==> src/sv/rte_pkg.sv <==
// Shared types and constants for the rigid transform engine.
// No dependencies; imported by rte_dot3, rigid_transform_engine and the testbench.
package rte_pkg;

  localparam int WORD_W = 32;
  localparam int PROD_W = 2 * WORD_W;
  localparam int SUM_W  = PROD_W + 4;
  localparam int DIM    = 3;

  typedef enum logic [1:0] {
    OP_LOAD   = 2'd0,
    OP_POINT  = 2'd1,
    OP_VECTOR = 2'd2,
    OP_INVERT = 2'd3
  } op_e;

  typedef logic signed [WORD_W-1:0] word_t;
  typedef logic signed [PROD_W-1:0] prod_t;

endpackage

==> src/sv/rte_dot3.sv <==
// Sum of three products with optional negation, round half up, offset add and saturation.
// Depends on rte_pkg for the word and product widths.
module rte_dot3 #(
  parameter int FRAC_BITS   = 16,
  parameter int COORD_WIDTH = 32
) (
  input  rte_pkg::prod_t prod_i [rte_pkg::DIM],
  input  rte_pkg::word_t add_i,
  input  logic           neg_i,
  output rte_pkg::word_t value_o,
  output logic           clipped_o
);
  import rte_pkg::*;

  localparam int SAT_W = (COORD_WIDTH < WORD_W) ? COORD_WIDTH : WORD_W;
  localparam logic signed [SUM_W-1:0] SatTop = (SUM_W'(1) <<< (SAT_W - 1)) - SUM_W'(1);
  localparam logic signed [SUM_W-1:0] SatBot = -SatTop - SUM_W'(1);
  localparam logic signed [SUM_W-1:0] Half   = SUM_W'(1) <<< (FRAC_BITS - 1);

  logic signed [SUM_W-1:0] sum;
  logic signed [SUM_W-1:0] signed_sum;
  logic signed [SUM_W-1:0] scaled;
  logic signed [SUM_W-1:0] total;
  logic signed [SUM_W-1:0] clamped;

  always_comb begin
    sum        = SUM_W'(prod_i[0]) + SUM_W'(prod_i[1]) + SUM_W'(prod_i[2]);
    signed_sum = neg_i ? -sum : sum;
    scaled     = (signed_sum + Half) >>> FRAC_BITS;
    total      = scaled + SUM_W'(add_i);
    clipped_o  = 1'b0;
    clamped    = total;
    if (total > SatTop) begin
      clamped   = SatTop;
      clipped_o = 1'b1;
    end else if (total < SatBot) begin
      clamped   = SatBot;
      clipped_o = 1'b1;
    end
    value_o = clamped[WORD_W-1:0];
  end

endmodule

==> config.mk <==
export PLATFORM = sky130hd
export DESIGN_NAME = rte_dot3
export DESIGN_NICKNAME = d
export VERILOG_FILES = /design/src/sv/rte_pkg.sv /design/src/sv/rte_dot3.sv
export SDC_FILE = /design/constraint.sdc
export NUM_CORES = 1
export LEC_CHECK = 0
export BUFFER_PORTS_ARGS = -buffer_cell sky130_fd_sc_hd__buf_2
export CELL_PAD_IN_SITES_DETAIL_PLACEMENT = 0
export CELL_PAD_IN_SITES_GLOBAL_PLACEMENT = 1
export CORE_MARGIN = 1
export CORE_UTILIZATION = 42
export DETAILED_ROUTE_END_ITERATION = 8
export PLACE_DENSITY_LB_ADDON = 0.08
export SLEW_MARGIN = 20
export SYNTH_ARGS = -nofsm -noshare
export SYNTH_HDL_FRONTEND = slang
export SYNTH_SLANG_ARGS = --single-unit
==> constraint.sdc <==
create_clock -name vclk -period 17.55
set_input_delay 2.6325 -clock vclk [all_inputs]
set_output_delay 2.6325 -clock vclk [all_outputs]
set_load 0.01 [all_outputs]
## Yosys cells after proc, flatten, opt, wreduce, memory -nomap -nowiden

Cells that the tools add are included.

- Muxes and demuxes: 5
- Magnitude comparators: 2
- Add/sub/neg operators: 5

Operator list:

| cell | number |
|---|---|
| adder 68 x 17 -> 68 bit, second input constant | 1 |
| 2-to-1 mux 68 bit | 1 |
| negator 66 -> 68 bit | 1 |
| adder 65 x 64 -> 66 bit | 1 |
| adder 64 x 64 -> 65 bit | 1 |
| 2-to-1 mux 32 bit | 2 |
| adder 52 x 32 -> 53 bit | 1 |
| greater-than comparator 53 x 32 -> 1 bit, second input constant | 1 |
| < comparator 53 x 32 -> 1 bit, second input constant | 1 |
| 2-to-1 mux 1 bit | 2 |

- Register bits: 0
- Word-level logic and storage cells: 12

## Logic depth before layout (Yosys ltp)

- Word-level depth: 9
- Mapped depth: 43

## Worst setup path before layout

No wires, ideal clock.

- Path kind: input port to output port
- Start: in prod_i[1] in the netlist's numbering
- End: out value_o[13]
- Path buffers: 5
- Required time: 14.917 ns
- Arrival: 11.941 ns
- Cell stages on the path: 41
- Setup slack: 2.977 ns
- Cells stage by stage: fa_1 ha_1 fa_1 a21oi_1 o22ai_1 mux2i_1 or4_1 a2111oi_4 nand4_1 nand2_1 xnor2_1 ha_1 nand3_1 o311ai_2 and3_1 or4b_1 nor2_1 and3_1 (+5 left out) ha_1 clkbuf_1 nand2_1 nor2_1 nand2_1 a2111o_1 o22ai_1 o22ai_1 xnor2_1 or4_1 nor4b_1 nand4_1 or4_1 clkbuf_1 nor3_1 nand2b_1 clkbuf_1 nand3_1

- Word-level cells in the longest chain between the ends: 8
- Elaborated cells on any way between the ends: 9
- Classes of those cells: add/sub: 4; order compare: 2; mux: 3

RTL lines:

| element | line | text |
|---|---|---|
| start: declaration | rte_dot3.sv:7 | `input rte_pkg::prod_t prod_i [rte_pkg::DIM],` |
| adder 65 x 64 -> 66 bit * | rte_dot3.sv:27 | `sum = SUM_W'(prod_i[0]) + SUM_W'(prod_i[1]) + SUM_W'(prod_i[2]);` |
| negator 66 -> 68 bit | rte_dot3.sv:28 | `signed_sum = neg_i ? -sum : sum;` |
| 2-to-1 mux 68 bit * | rte_dot3.sv:28 |  |
| adder 68 x 17 -> 68 bit * | rte_dot3.sv:29 | `scaled = (signed_sum + Half) >>> FRAC_BITS;` |
| adder 52 x 32 -> 53 bit * | rte_dot3.sv:30 | `total = scaled + SUM_W'(add_i);` |
| < comparator 53 x 32 -> 1 bit | rte_dot3.sv:36 | `end else if (total < SatBot) begin` |
| 2-to-1 mux 32 bit | rte_dot3.sv:36 |  |
| 2-to-1 mux 32 bit * | rte_dot3.sv:33 | `if (total > SatTop) begin` |
| end: declaration | rte_dot3.sv:10 | `output rte_pkg::word_t value_o,` |

Every way passes the cells marked *; elsewhere a longest branch is shown, timed or not.

## Final worst setup path

- Start: in prod_i[1] in the netlist's numbering
- End: out value_o[1]

Same word-level chain as after synthesis.

==> flow_metrics.py <==
metrics = {
    "timing": {
        "setup_ws_ns": 1.12,
        "finalCritPeriodShare": 0.936,
        "slew_violations": 0,
        "hold_viol": 0,
        "rsz0062_at_grt": "false",
        "max-slew-margin-rel": 0.301,
        "worst_slew_pin_slew_ns": 1.04,
        "layout_min_cycle_time_ns": 16.43,
        "setup_viol": 0,
        "tns_ns": 0,
        "fmax_mhz": 60.9,
    },
    "setup_path": {
        "crit_slowest_cell": "or4_1",
        "critPathCaptureType": "output pin",
        "cp.arrival_ns": 13.80,
        "path_class": "input pin to output pin",
        "critPathMaxStageDelay_ns": 0.65,
        "critPathLaunchType": "input pin",
        "cp_max_fo": 20,
        "worstPathRequired_ns": 14.92,
    },
    "clock_tree": {
        "postCtsHoldBufs": 0,
        "cts_setup_buffers": 0,
        "cts-resized-gates": 0,
    },
    "die": {
        "row_count": 62,
        "ioPinCount": 258,
        "core_area_sq_um": 29100,
        "die_area_sq_um": 30600,
        "die_h_microns": 175,
        "initial_core_util": 0.432,
        "die_w_microns": 175,
    },
    "global_routing": {
        "overflow": 0,
        "grt_max_degree": 72,
        "antenna_found_initial": 0,
        "grt_pass1_wl_microns": 65400,
        "track_usage": 0.253,
        "grt_pass1_vias": 12700,
    },
    "min_path": {
        "min_to": "value_o[0]",
        "hold_depth": 5,
        "hp-start": "add_i[0]",
        "hp-class": "input pin to output pin",
    },
    "cells_and_area": {
        "area_growth_pct": 11.6,
        "seq_cell_count": 0,
        "drive_above_1_share": 0.159,
        "diodes": 0,
        "fill_cells": 3055,
        "design_area_sq_um": 14000,
        "fin_nets": 2373,
        "multiInputGateArea_sq_um": 11900,
        "final_util": 0.482,
        "regArea_sq_um": 0,
        "clkbuf_count": 0,
    },
    "job": {
        "cap_violations": 0,
    },
    "detailed_routing": {
        "viasPerCell": 5.95,
        "first_pass_iters": 8,
        "route.detailed.drc": 0,
        "routed_wirelength_microns": 39900,
        "num_vias": 14000,
        "wire_per_inst_microns": 17.0,
        "drtAntennaViolNets": 0,
        "first_iter_violations": 1043,
    },
    "yosys": {
        "ys_warn_count": 0,
        "seq_area_frac_synth": 0,
        "syn_area_per_cell_sq_um": 7.04,
        "syn_nets": 2195,
        "synth_cell_types": 106,
        "syn_area_sq_um": 12600,
        "syn_inst": 1785,
    },
    "run_status": {
        "outcome": "completed",
    },
    "pwr": {
        "powerDensity_nw_per_um2": 130,
        "power.leakage_nw": 5.89,
        "ir_worst_vdd_uv": 40.8,
    },
    "placement": {
        "portBuffers": 258,
        "dp_hpwl_microns": 34200,
        "gp_congestion": 0.912,
        "place_ws_ns": 1.17,
        "placed_cell_area_sq_um": 14000,
    },
}
-- critical path: cells and delay by family --
family                     cells  cell delay [ns]
and+or+nand+nor               17             6.77
AOI/OAI and AO/OA              7             1.72
adders and majority gates      4             1.60
xor gates and xnor gates       4             0.76
buffers and inverters          2             0.29
-- metrics by stage --
step | instances | hold slack (ns) | power [mW]
final | 2345 | 5.76 | 1.82
after global routing | 2345 | 5.82 | 2.01
after CTS | 2345 | 5.76 | 1.80
after detailed placement | 2345 | 5.75 | 1.79
after global placement | 2345 | 5.75 | 1.79
after floorplan | 1785 | 5.57 | 1.33
-- layout make-up --
cell class / count / share of cell area
tap: 384 / 0.0342
timing repair buffer: 264 / 0.0953
inverter: 70 / 0.0187
multi-input combinational: 1627 / 0.852
-- report_power, final --
group / total (mW) / internal (mW) / switching (mW)
Combinational: 1.82 / 0.705 / 1.11
Clock: 0 / 0 / 0
Sequential: 0 / 0 / 0
Total: 1.82 / 0.705 / 1.11
-- cells by family (layout without fill, tap and decap cells) --
kind of cell | after synthesis | in the layout | share of synthesized area
AO/OA/AOI/OAI | 603 | 603 | 0.323
XOR/XNOR | 174 | 174 | 0.121
adder cells (fa/ha/maj) | 185 | 185 | 0.224
buffers and inverters | 158 | 334 | 0.0503
multiplexers | 15 | 15 | 0.0124
AND/OR/NAND/NOR | 650 | 650 | 0.269
-- cells in the final DEF, fill, tap and decap left out, types with 47 or more instances in the layout --
cell type | synthesis | routed
buf_2 | 13 | 258
a21oi_1 | 168 | 168
nand2_1 | 166 | 166
nor2_1 | 141 | 140
xnor2_1 | 127 | 127
ha_1 | 119 | 119
o21ai_0 | 103 | 103
inv_1 | 69 | 69
fa_1 | 66 | 66
a21o_1 | 61 | 61
nand3_1 | 55 | 55
nor3_1 | 47 | 47
xor2_1 | 47 | 47
-- cell usage after synthesis, types with 9 or more instances --
cell / instances / share of area
a21o_1: 61 / 0.036
and2_1: 12 / 0.0060
inv_1: 69 / 0.021
nand2_1: 166 / 0.050
o21ai_0: 103 / 0.041
nor3_1: 47 / 0.019
nand3_1: 55 / 0.022
o211ai_1: 18 / 0.011
o21ai_1: 21 / 0.0084
o31ai_1: 12 / 0.0072
o221ai_1: 11 / 0.0077
nor2_1: 141 / 0.042
a21oi_1: 168 / 0.067
and3_1: 23 / 0.011
xor2_1: 47 / 0.033
a31oi_1: 21 / 0.010
clkbuf_1: 69 / 0.021
and4_1: 17 / 0.012
or3_1: 19 / 0.0095
buf_2: 13 / 0.0052
or4_1: 9 / 0.0054
a211oi_1: 14 / 0.0084
nand4_1: 45 / 0.022
o21bai_1: 15 / 0.0090
xnor2_1: 127 / 0.088
nand2b_1: 19 / 0.0095
o22ai_1: 11 / 0.0055
nor4_1: 23 / 0.011
fa_1: 66 / 0.11
o21a_1: 32 / 0.019
nor2b_1: 22 / 0.011
ha_1: 119 / 0.12
mux2i_1: 10 / 0.0080
-- layer usage --
metal	wire length (microns)	global-route usage	vias up	share of wire
met3	1970	0.0100	36	0.049
li1	-	-	7039	-
met1	21300	0.405	6417	0.53
met5	0	0	-	0
met4	529	0.0322	0	0.013
met2	16100	0.377	462	0.40
-- worst max-delay path by stage --
| stage | start | end | slack [ns] | cells after the start |
|---|---|---|---|---|
| final | prod_i[1] | value_o[1] | 1.12 | 34 |
| after floorplan | prod_i[1] | value_o[13] | 2.98 | 41 |
| after global routing | prod_i[1] | value_o[2] | 0.04 | 34 |
| after global placement | prod_i[1] | value_o[1] | 1.45 | 34 |
| after detailed placement | prod_i[1] | value_o[1] | 1.17 | 34 |
| after CTS | prod_i[1] | value_o[1] | 1.13 | 34 |
Power figures use the tool's default switching activity.
